## config.mk

```make
export PLATFORM = sky130hd
export DESIGN_NAME = servo_slew_ramp_planner
export DESIGN_NICKNAME = d
export VERILOG_FILES = /design/src/design/sslr_pkg.sv /design/src/design/servo_slew_ramp_planner.sv
export SDC_FILE = /design/constraint.sdc
export NUM_CORES = 1
export LEC_CHECK = 0
export ABC_AREA = 1
export BUFFER_PORTS_ARGS = -buffer_cell sky130_fd_sc_hd__buf_2
export CORE_ASPECT_RATIO = 1.2
export CORE_MARGIN = 1.5
export CORE_UTILIZATION = 40
export DETAILED_ROUTE_END_ITERATION = 16
export PLACE_DENSITY = 0.58
export RECOVER_POWER = 50
export SLEW_MARGIN = 20
export SYNTH_ARGS = -nofsm -noshare
export SYNTH_HDL_FRONTEND = slang
export SYNTH_SLANG_ARGS = --single-unit
```

## constraint.sdc

```tcl
create_clock -name clk -period 10.3 [get_ports clk]
set_input_delay 2.06 -clock clk [delete_from_list [all_inputs] [get_ports clk]]
set_output_delay 2.06 -clock clk [all_outputs]
set_load 0.05 [all_outputs]
```

## src/design/sslr_pkg.sv

```systemverilog
// ----------------------------------------------------------------------------
// sslr_pkg - servo slew ramp planner definitions
// Action codes, field widths, reset values and the limit clamp.
// ----------------------------------------------------------------------------
`default_nettype none

package sslr_pkg;

  localparam int unsigned ACT_W   = 2;
  localparam int unsigned ANGLE_W = 8;
  localparam int unsigned TIME_W  = 16;
  localparam int unsigned IDX_W   = 2;

  localparam int unsigned IN_DATA_W  = 32;
  localparam int unsigned OUT_DATA_W = 32;

  localparam int unsigned INITIAL_STEP_MS_DEF = 30;
  localparam int unsigned MIN_STEP_TIME_DEF   = 30;
  localparam int unsigned MIN_STEP_TIME_MAX   = 1000;

  // divider: dividend holds a time plus a carry, divisor holds the largest minimum interval
  localparam int unsigned DVD_W = TIME_W + 1;
  localparam int unsigned DVS_W = $clog2(MIN_STEP_TIME_MAX + 1);
  localparam int unsigned CNT_W = $clog2(DVD_W);

  typedef logic [ANGLE_W-1:0] angle_t;
  typedef logic [TIME_W-1:0]  ms_t;

  localparam logic [ACT_W-1:0] ACT_TICK = 2'd0;
  localparam logic [ACT_W-1:0] ACT_SET  = 2'd1;
  localparam logic [ACT_W-1:0] ACT_MOVE = 2'd2;
  localparam logic [ACT_W-1:0] ACT_STOP = 2'd3;

  localparam logic [IDX_W-1:0] REG_ANGLE_FLOOR   = 2'd0;
  localparam logic [IDX_W-1:0] REG_ANGLE_CEILING = 2'd1;
  localparam logic [IDX_W-1:0] REG_STEP_FLOOR    = 2'd2;
  localparam logic [IDX_W-1:0] REG_STEP_CEILING  = 2'd3;

  localparam angle_t ANGLE_FLOOR_RST   = 8'd0;
  localparam angle_t ANGLE_CEILING_RST = 8'd180;
  localparam angle_t STEP_FLOOR_RST    = 8'd1;
  localparam angle_t STEP_CEILING_RST  = 8'd180;
  localparam angle_t POSITION_RST      = 8'd90;
  localparam angle_t LAST_WRITTEN_RST  = 8'd0;

  // ceiling test wins over the floor test
  function automatic angle_t clamp_limits(input angle_t v, input angle_t lo, input angle_t hi);
    angle_t r;
    if (v >= hi) begin
      r = hi;
    end else if (v <= lo) begin
      r = lo;
    end else begin
      r = v;
    end
    return r;
  endfunction

endpackage

`default_nettype wire

```

## src/design/servo_slew_ramp_planner.sv

```systemverilog
// ----------------------------------------------------------------------------
// servo_slew_ramp_planner - servo slew-rate limiter with timed-move planning
// Ticks step the angle toward the target; set, move and stop commands update
// the target (set and move also the step); timed moves are planned with a bit-serial divider.
// ----------------------------------------------------------------------------
//  channel   direction  signals                           transaction
//  s_*       in         s_tvalid s_tready s_tdata s_tuser one command
//  m_*       out        m_tvalid m_tready m_tdata         one result
//  cfg_*     in         cfg_we cfg_index cfg_data         one register write
//
//  Tick, set-angle and stop: the result is valid in the cycle after acceptance.
//  Timed move: plan and compare states, then per serial division a divide state
//  (17 quotient bits) and a post step; none for a move of one degree or less,
//  one for a slow move, two for a fast one; the finish state waits for the output.
//  Reset (rst, synchronous) restores registers and servo state at once.
//  A pending result holds m_tdata; a new command waits until it is taken.
// ----------------------------------------------------------------------------
`default_nettype none

module servo_slew_ramp_planner #(
  parameter int unsigned INITIAL_STEP_MS = sslr_pkg::INITIAL_STEP_MS_DEF,
  parameter int unsigned MIN_STEP_TIME   = sslr_pkg::MIN_STEP_TIME_DEF
) (
  input  wire logic                             clk,
  input  wire logic                             rst,
  input  wire logic                             s_tvalid,
  output      logic                             s_tready,
  // [7:0] target_angle, [15:8] speed_request, [31:16] move_time_ms
  input  wire logic [sslr_pkg::IN_DATA_W-1:0]   s_tdata,
  // [1:0] action
  input  wire logic [sslr_pkg::ACT_W-1:0]       s_tuser,
  output      logic                             m_tvalid,
  input  wire logic                             m_tready,
  // [7:0] servo_angle, [8] write_strobe, [9] at_target, [25:10] step_interval_ms
  output      logic [sslr_pkg::OUT_DATA_W-1:0]  m_tdata,
  input  wire logic                             cfg_we,
  input  wire logic [sslr_pkg::IDX_W-1:0]       cfg_index,
  input  wire logic [sslr_pkg::ANGLE_W-1:0]     cfg_data
);

  import sslr_pkg::*;

  localparam int unsigned PROD_W = DVS_W + ANGLE_W;
  localparam int unsigned PAD_W  = OUT_DATA_W - ANGLE_W - 2 - TIME_W;

  localparam logic [2:0] ST_IDLE = 3'd0;
  localparam logic [2:0] ST_PLAN = 3'd1;
  localparam logic [2:0] ST_CMP  = 3'd2;
  localparam logic [2:0] ST_DIV  = 3'd3;
  localparam logic [2:0] ST_POST = 3'd4;
  localparam logic [2:0] ST_FIN  = 3'd5;

  localparam logic [1:0] MODE_INTERVAL = 2'd0;
  localparam logic [1:0] MODE_COUNT    = 2'd1;
  localparam logic [1:0] MODE_STEP     = 2'd2;

  logic [2:0] state;
  logic [1:0] mode;

  angle_t angle_floor, angle_ceiling, step_floor, step_ceiling;
  angle_t current_position, target_position, last_written, step_size;
  ms_t    tick_interval;

  ms_t              t_reg;
  angle_t           span;
  logic [PROD_W-1:0] prod;

  logic [DVD_W-1:0] dvd;
  logic [DVS_W-1:0] dvs;
  logic [DVS_W-1:0] rem;
  logic [CNT_W-1:0] cnt;
  logic [DVS_W+1:0] trial;
  logic             qbit;
  logic [DVS_W-1:0] rem_next;
  angle_t           n_q;
  logic [DVS_W-1:0] sum_step;

  angle_t out_angle;
  logic   out_strobe;
  logic   out_at;
  ms_t    out_interval;

  angle_t in_angle, in_speed, new_target, tick_pos;
  ms_t    in_time;
  logic   accept;
  logic   out_free;
  logic   result_load;

  assign in_angle = s_tdata[7:0];
  assign in_speed = s_tdata[15:8];
  assign in_time  = s_tdata[31:16];

  assign out_free = !m_tvalid || m_tready;
  assign s_tready = (state == ST_IDLE) && out_free;
  assign accept   = s_tvalid && s_tready;
  assign m_tdata  = {{PAD_W{1'b0}}, out_interval, out_at, out_strobe, out_angle};

  assign result_load = (accept && (s_tuser != ACT_MOVE)) || ((state == ST_FIN) && out_free);

  assign new_target = clamp_limits(in_angle, angle_floor, angle_ceiling);

  always_comb begin
    tick_pos = current_position;
    if (target_position > current_position) begin
      tick_pos = ((target_position - current_position) <= step_size) ? target_position
               : current_position + step_size;
    end else if (target_position < current_position) begin
      tick_pos = ((current_position - target_position) <= step_size) ? target_position
               : current_position - step_size;
    end
  end

  always_comb begin
    trial    = {1'b0, rem, dvd[DVD_W-1]} - {2'b00, dvs};
    qbit     = !trial[DVS_W+1];
    rem_next = qbit ? trial[DVS_W-1:0] : {rem[DVS_W-2:0], dvd[DVD_W-1]};
    n_q      = (dvd == '0) ? 8'd1 : dvd[ANGLE_W-1:0];
    sum_step = {{(DVS_W-ANGLE_W-1){1'b0}}, span, 1'b0} + {{(DVS_W-ANGLE_W){1'b0}}, n_q};
  end

  always_ff @(posedge clk) begin
    if (rst) begin
      angle_floor   <= ANGLE_FLOOR_RST;
      angle_ceiling <= ANGLE_CEILING_RST;
      step_floor    <= STEP_FLOOR_RST;
      step_ceiling  <= STEP_CEILING_RST;
    end else if (cfg_we) begin
      case (cfg_index)
        REG_ANGLE_FLOOR:   angle_floor   <= cfg_data;
        REG_ANGLE_CEILING: angle_ceiling <= cfg_data;
        REG_STEP_FLOOR:    step_floor    <= cfg_data;
        REG_STEP_CEILING:  step_ceiling  <= cfg_data;
        default: ;
      endcase
    end
  end

  always_ff @(posedge clk) begin
    if (rst) begin
      m_tvalid <= 1'b0;
    end else if (result_load) begin
      m_tvalid <= 1'b1;
    end else if (m_tready) begin
      m_tvalid <= 1'b0;
    end
  end

  always_ff @(posedge clk) begin
    if (rst) begin
      state            <= ST_IDLE;
      current_position <= POSITION_RST;
      target_position  <= POSITION_RST;
      last_written     <= LAST_WRITTEN_RST;
      step_size        <= STEP_FLOOR_RST;
      tick_interval    <= TIME_W'(INITIAL_STEP_MS);
      cnt              <= '0;
      mode             <= MODE_INTERVAL;
    end else begin
      case (state)
        ST_IDLE: begin
          if (accept) begin
            out_interval <= tick_interval;
            case (s_tuser)
              ACT_TICK: begin
                current_position <= tick_pos;
                last_written     <= tick_pos;
                out_angle        <= tick_pos;
                out_strobe       <= (last_written != tick_pos);
                out_at           <= (tick_pos == target_position);
              end
              ACT_SET: begin
                target_position <= new_target;
                step_size       <= clamp_limits(in_speed, step_floor, step_ceiling);
                out_angle       <= current_position;
                out_strobe      <= 1'b0;
                out_at          <= (last_written == new_target);
              end
              ACT_MOVE: begin
                target_position <= new_target;
                t_reg           <= in_time;
                state           <= ST_PLAN;
              end
              default: begin
                target_position <= current_position;
                out_angle       <= current_position;
                out_strobe      <= 1'b0;
                out_at          <= (last_written == current_position);
              end
            endcase
          end
        end
        ST_PLAN: begin
          if (target_position >= last_written) begin
            span <= target_position - last_written;
            prod <= PROD_W'(DVS_W'(MIN_STEP_TIME)) * PROD_W'(target_position - last_written);
          end else begin
            span <= last_written - target_position;
            prod <= PROD_W'(DVS_W'(MIN_STEP_TIME)) * PROD_W'(last_written - target_position);
          end
          state <= ST_CMP;
        end
        ST_CMP: begin
          rem <= '0;
          cnt <= CNT_W'(DVD_W - 1);
          if (span <= 8'd1) begin
            tick_interval <= t_reg;
            step_size     <= span;
            state         <= ST_FIN;
          end else if (PROD_W'(t_reg) >= prod) begin
            dvd   <= DVD_W'(t_reg);
            dvs   <= DVS_W'(span);
            mode  <= MODE_INTERVAL;
            state <= ST_DIV;
          end else begin
            dvd   <= DVD_W'(t_reg) + DVD_W'(MIN_STEP_TIME - 1);
            dvs   <= DVS_W'(MIN_STEP_TIME);
            mode  <= MODE_COUNT;
            state <= ST_DIV;
          end
        end
        ST_DIV: begin
          dvd <= {dvd[DVD_W-2:0], qbit};
          rem <= rem_next;
          cnt <= cnt - 1'b1;
          if (cnt == '0) begin
            state <= ST_POST;
          end
        end
        ST_POST: begin
          case (mode)
            MODE_INTERVAL: begin
              tick_interval <= dvd[TIME_W-1:0];
              step_size     <= 8'd1;
              state         <= ST_FIN;
            end
            MODE_COUNT: begin
              dvd   <= DVD_W'(sum_step);
              dvs   <= {{(DVS_W-ANGLE_W-1){1'b0}}, n_q, 1'b0};
              rem   <= '0;
              cnt   <= CNT_W'(DVD_W - 1);
              mode  <= MODE_STEP;
              state <= ST_DIV;
            end
            default: begin
              tick_interval <= TIME_W'(MIN_STEP_TIME);
              step_size     <= dvd[ANGLE_W-1:0];
              state         <= ST_FIN;
            end
          endcase
        end
        ST_FIN: begin
          if (out_free) begin
            out_angle    <= current_position;
            out_strobe   <= 1'b0;
            out_at       <= (last_written == target_position);
            out_interval <= tick_interval;
            state        <= ST_IDLE;
          end
        end
        default: state <= ST_IDLE;
      endcase
    end
  end

  a_move_plans: assert property (@(posedge clk) disable iff (rst)
    (accept && s_tuser == ACT_MOVE) |=> (state == ST_PLAN && !s_tready))
    else $error("timed move did not enter planning");

  a_quick_result: assert property (@(posedge clk) disable iff (rst)
    (accept && s_tuser != ACT_MOVE) |=> m_tvalid)
    else $error("single-cycle command gave no result");

  a_strobe_angle: assert property (@(posedge clk) disable iff (rst)
    (m_tvalid && out_strobe) |-> (out_angle == last_written))
    else $error("strobed angle differs from last written angle");

  a_div_count: assert property (@(posedge clk) disable iff (rst)
    (state == ST_DIV && cnt != '0) |=> (state == ST_DIV && cnt == $past(cnt) - 1'b1))
    else $error("divider count slipped");

endmodule

`default_nettype wire

```

==> results of run 1 <==
area by class of cell:
class / instances / area, um2 / area share (%)
Clock buffer: 18 / 429 / 2.66
Clock inverter: 14 / 165 / 1.02
Inverter: 310 / 1160 / 7.23
Multi-Input combinational cell: 1396 / 8610 / 53.4
Sequential cell: 187 / 4740 / 29.4
Tap cell: 474 / 593 / 3.68
Timing Repair Buffer: 85 / 409 / 2.54
final timing paths:
path | end | slack [ps] | cells after the start
max | rem[5]$_SDFFCE_PN0P_ | 4270 | 6
max reg2reg | prod[13]$_DFFE_PP_ | 4940 | 19
min reg2reg | out_interval[11]$_DFFE_PP_ | 440 | 0
min | out_interval[11]$_DFFE_PP_ | 440 | 0
cells by family after synthesis:
kind of cell,count (synthesis),share of synthesized area [%]
adders and majority gates,186,17.6
buffers and inverters,381,10.2
other,1,0.0252
muxes,2,0.151
DFF,187,31.9
AOI/OAI and AO/OA,412,15.6
and+or+nand+nor,733,21.2
xor gates and xnor gates,57,3.36
per-stage QoR:
step / setup WS, ps / util, %
CTS: 4930 / 44.1
finish: 4270 / 43.9
global route: 3860 / 43.9
global placement: 5230 / 42.5
detailed placement: 4960 / 42.5
floorplan: 5170 / -
critical path, stage by stage:
cell and delay [ps]:
buf_2 90, clkbuf_1 710, inv_1 190, clkbuf_1 1910
nand2_1 200, nor2_1 890
placed cells by master (no fill, tap or decap), drive strengths merged, types with 2 or more instances in the layout:
cell type / synthesis / layout
clkbuf: 38 / 39
dfxtp: 87 / 87
o21a: 5 / 5
nor4: 6 / 6
o22ai: 8 / 8
clkinv: 2 / 7
buf: 33 / 64
a21oi: 161 / 161
mux2: 2 / 2
nand3b: 3 / 3
fa: 38 / 38
o211ai: 28 / 28
xnor2: 9 / 9
nor2: 124 / 124
a21boi: 4 / 4
nand3: 147 / 147
o32ai: 2 / 2
inv: 308 / 311
a22o: 2 / 2
nand2: 411 / 411
o21bai: 5 / 5
xor2: 48 / 48
or2: 4 / 4
conb: 1 / 6
a32oi: 4 / 4
nor3: 19 / 19
edfxtp: 100 / 100
a22oi: 4 / 4
ha: 148 / 148
a211oi: 9 / 9
clkinvlp: 0 / 4
o21ai: 150 / 150
a31oi: 20 / 20
nand4: 17 / 17
a21o: 4 / 4
bufinv: 0 / 2
metal layers:
layer | GRT usage, % | vias to the layer above | part of all wire [%]
met5 | 0 | - | 0
met4 | 8.11 | 0 | 2.7
met3 | 2.55 | 62 | 4.3
met2 | 36.2 | 329 | 48
met1 | 29.6 | 6151 | 45
li1 | - | 6573 | -
==> flow_summary.toml, run 1 <==
[status]
status = "complete, but fails checks"
violations = "max-capacitance violations, max-slew violations"

[logic_synthesis]
synth_warnings = 0
syn_inst = 1959
synth-seq-cells = 187
yosys-top-cells-area = "edfxtp_1 20%, ha_1 12%, dfxtp_1 12%"
synth_cell_type_count = 62
synthTopCellsByCount = "404 x nand2_1, 294 x inv_1, 158 x a21oi_1, 148 x ha_1, 144 x nand3_1"
syn-cell-area_mm2 = 0.0149
ys_seq_area_share_pct = 31.9
postSynth.asyncResetShare_pct = 0
post-synth-top-count-cell = "nand2_1"
avgSynthCellArea_um2 = 7.59
synth-main-ff-cell = "edfxtp_1"
yosys.area.top_type = "edfxtp_1"
synth-edff-count = 100
yosysTopAreaCellShare_pct = 20.2

[clocking]
hold_buffers = 0
cts_tree = "done"
cts_buffer_depth = 2
cts_made_buffers = 17
cts.sinks = 187
cts_resized = 0
clk_pin_slew_worst_paths_ps = 70
clock_latency_ps = 460
post_cts_buffers = 0
htreeDepth = 4
cts-root-buf = "clkbuf_16"

[route]
ant_nets = 0
wl_per_cell_um = 16.9
drt_iter0_drc = 1059
firstDrtPassIters = 6
vias = 13100
drc = 0
via_per_inst = 5.28
drt_wl_total_um = 41900

[worst_setup_path]
critPathCaptureType = "flip-flop"
r2r_start = "current_position[2]$_SDFFE_PP0P_"
startpoint_type = "input port"
crit_start = "rst"
crit_arrival_ps = 6100
critPathKind = "input port to flip-flop"
critPathMaxFanout = 61
required_ps = 10370

[sta]
skew_ps = 16.3
period_share_pct = 58.5
finalSetupViolCount = 0
max_slew_margin_pct = -78.3
clock.fmax_mhz = 166
hold_viol_final = 0
grt_setup_unrepaired = "false"
whs_ps = 435
finalCriticalPeriod_ps = 6030
tightest_slew_ps = 2670
tns_ps = 0
finalMaxSlewViolations = 132

[final_layout]
fin_nets = 2232
layout.cells.non_filler = 2484
largest_reg_flops = 17
area_growth_pct = 8.34
diodes = 0
regMostFlops = "dvd"
num-fill-cells = 3681
final_area_mm2 = 0.0161
layout-drive-gt1-share_pct = 6.62

[global_routing]
grt.total_usage_pct = 22.1
grt_pass1_wl_um = 66000
grt_max_degree = 62
grt_pass1_vias = 12400
overflow = 0
grt_antenna_before_repair = 0

[min_path]
hp-class = "flip-flop to flip-flop"
hold_start = "tick_interval[11]$_SDFFE_PP0P_"

[die]
coreArea_mm2 = 0.0367
io_pins = 83
initial_core_util_pct = 40.5
rows = 77
die_w_um = 179
die_h_um = 214
dieArea_mm2 = 0.0384

[run]
drv_cap = 3

[placement]
dpl_cell_area_mm2 = 0.0156
port_buffers = 76
place.gp.congestion = 0.997
dp_cells = 2452
dp_hpwl_um = 33200
Power of run 1 is left out: the tool's default activity adds up to more than one toggle a clock period on the data nets, which glitch-free logic cannot reach.
==> run 2, diff against run 1 <==
--- a/config.mk
+++ b/config.mk
@@ -5,13 +5,13 @@
 export SDC_FILE = /design/constraint.sdc
 export NUM_CORES = 1
 export LEC_CHECK = 0
-export ABC_AREA = 1
+export ABC_AREA = 0
 export BUFFER_PORTS_ARGS = -buffer_cell sky130_fd_sc_hd__buf_2
 export CORE_ASPECT_RATIO = 1.2
 export CORE_MARGIN = 1.5
 export CORE_UTILIZATION = 40
 export DETAILED_ROUTE_END_ITERATION = 16
-export PLACE_DENSITY = 0.58
+export PLACE_DENSITY = 0.6
 export RECOVER_POWER = 50
 export SLEW_MARGIN = 20
 export SYNTH_ARGS = -nofsm -noshare
==> constraint.sdc (replaced) <==
create_clock -name clk -period 5.1 [get_ports clk]
set_input_delay 1.02 -clock clk [delete_from_list [all_inputs] [get_ports clk]]
set_output_delay 1.02 -clock clk [all_outputs]
set_load 0.05 [all_outputs]
==> flow_summary.toml, run 2 <==
[final_layout]
most-common-layout-cells = "172 x nor2_1, 157 x inv_1, 147 x ha_1, 122 x a21oi_1, 118 x nand2_1"
layout_commonest_cell = "nor2_1"
regMostFlops = "dvd"
area_growth_pct = 10.7
fin_nets = 1944
num-fill-cells = 3547
diodes = 0
largest_reg_flops = 17
layout-drive-gt1-share_pct = 9.81
register_area_mm2 = 0.00474
multi_input_area_mm2 = 0.00901

[global_routing]
grt_antenna_before_repair = 0
grt_max_degree = 53
grt.total_usage_pct = 21.1
grt_pass1_vias = 11900
grt_pass1_wl_um = 61800
overflow = 0

[clocking]
cts-root-buf = "clkbuf_16"
cts_tree = "done"
cts_buffer_depth = 2
cts_made_buffers = 17
cts.sinks = 187
post_cts_buffers = 0
hold_buffers = 0
clk_pin_slew_worst_paths_ps = 80
htreeDepth = 4
clock_latency_ps = 460

[min_path]
hold_depth = 0
hp-class = "flip-flop to flip-flop"

[sta]
max_slew_margin_pct = -31.6
tns_ps = 0
grt_setup_unrepaired = "false"
skew_ps = 16.1
hold_viol_final = 0
clock.fmax_mhz = 205
finalMaxSlewViolations = 44
tightest_slew_ps = 1970
period_share_pct = 95.4
finalCriticalPeriod_ps = 4870
finalSetupViolCount = 0

[logic_synthesis]
synth_warnings = 0
postSynth.asyncResetShare_pct = 0
syn-cell-area_mm2 = 0.0147
yosysTopAreaCellShare_pct = 20.5
post-synth-top-count-cell = "nor2_1"
synth_cell_type_count = 79
avgSynthCellArea_um2 = 8.87
yosys-top-cells-area = "edfxtp_1 20%, ha_1 13%, dfxtp_1 12%"
synth-edff-count = 100
synth-seq-cells = 187
ys_seq_area_share_pct = 32.3
synth-main-ff-cell = "edfxtp_1"
yosys.area.top_type = "edfxtp_1"
syn_inst = 1654
synthTopCellsByCount = "174 x nor2_1, 159 x inv_1, 148 x ha_1, 128 x a21oi_1, 118 x nand2_1"

[worst_setup_path]
crit_buf_inv = 1
cp.depth = 18
required_ps = 5400
cpPeakStageDelay_ps = 590
critPathCaptureType = "flip-flop"
ff2ff_path_depth = 18
crit_chain = "inv_1, ha_1, fa_1, nand2b_1, a21oi_2, a21o_1, a21oi_1, xnor2_1, ha_1, nand4_1, nand2b_1, o22ai_4, mux2i_1, nor2_1, o21ai_0, or3b_1, or4_1, a31oi_1"
critPathKind = "flip-flop to flip-flop"
crit_arrival_ps = 5170
startpoint_type = "flip-flop"
crit_slowest_cell = "or4_1"
cp_top_family = "simple AND/OR/NAND/NOR gates"
critPathMaxFanout = 11

[die]
die_w_um = 178
coreArea_mm2 = 0.0360
initial_core_util_pct = 40.7
io_pins = 83
rows = 76
die_h_um = 213
dieArea_mm2 = 0.0378

[route]
drt_wl_total_um = 38900
ant_nets = 0
firstDrtPassIters = 6
vias = 12000
drc = 0
via_per_inst = 5.47
wl_per_cell_um = 17.8
drt_iter0_drc = 816

[status]
status = "complete, but fails checks"
violations = "max-capacitance violations, max-slew violations"

[placement]
dp_hpwl_um = 30400
place.gp.congestion = 0.950
port_buffers = 76

[run]
drv_cap = 1
run 2: logic make-up (layout without fill, tap and decap cells):
kind of cell    after synthesis  after routing  share of synthesized area (%)
other cells                   1              6                         0.0256
xor+xnor                    103            103                           6.15
mux                          62             62                           4.34
compound gates              395            395                           17.7
flops                       187            187                           32.3
fa+ha+maj                   186            186                           17.8
simple gates                470            470                           14.8
buf+inv                     250            313                           6.84
run 2: path summary, 6_finish.rpt:
path / slack, ps / startpoint / end
worst min register to register: 430 / tick_interval[15]$_SDFFE_PP0P_ / out_interval[15]$_DFFE_PP_
worst min-delay path: 430 / tick_interval[15]$_SDFFE_PP0P_ / out_interval[15]$_DFFE_PP_
worst max-delay path: 230 / target_position[0]$_SDFFE_PP0P_ / out_at$_DFFE_PP_
worst max register to register: 230 / target_position[0]$_SDFFE_PP0P_ / out_at$_DFFE_PP_
run 2: repair_timing:
| action | 4_1_cts | 5_1_grt |
|---|---|---|
| resized for setup | 0 | 15 |
| hold endpoints to repair | 0 | 0 |
| setup endpoints to repair | 0 | 5 |
run 2: cell type report:
class | count | area share [%]
Clock buffer | 18 | 2.77
Inverter | 161 | 3.72
Sequential cell | 187 | 29.2
Clock inverter | 14 | 1.11
Tap cell | 468 | 3.61
Multi-Input combinational cell | 1222 | 55.5
Timing Repair Buffer | 120 | 4.05
run 2: metrics by stage:
step	hold WS (ps)	std cells	instance area, um2	util (%)	setup slack (ps)
3_5_place_dp	420	2158	15600	43.3	167
6_report	434	2190	16200	45.1	233
2_1_floorplan	409	1659	14700	-	274
4_1_cts	437	2190	16200	45.1	135
3_3_place_gp	414	2158	15600	43.3	264
5_1_grt	448	2190	16200	45.1	19.1
run 2: per-layer routing:
metal  routed length (um)  global-route usage (%)  share of wire [%]
met5                    0                       0                  0
met4                 1780                    11.2                4.6
met3                 1330                    2.51                3.4
met1                16200                    24.4                 42
met2                19600                    37.7                 50
Power of run 2 is left out for the same reason.
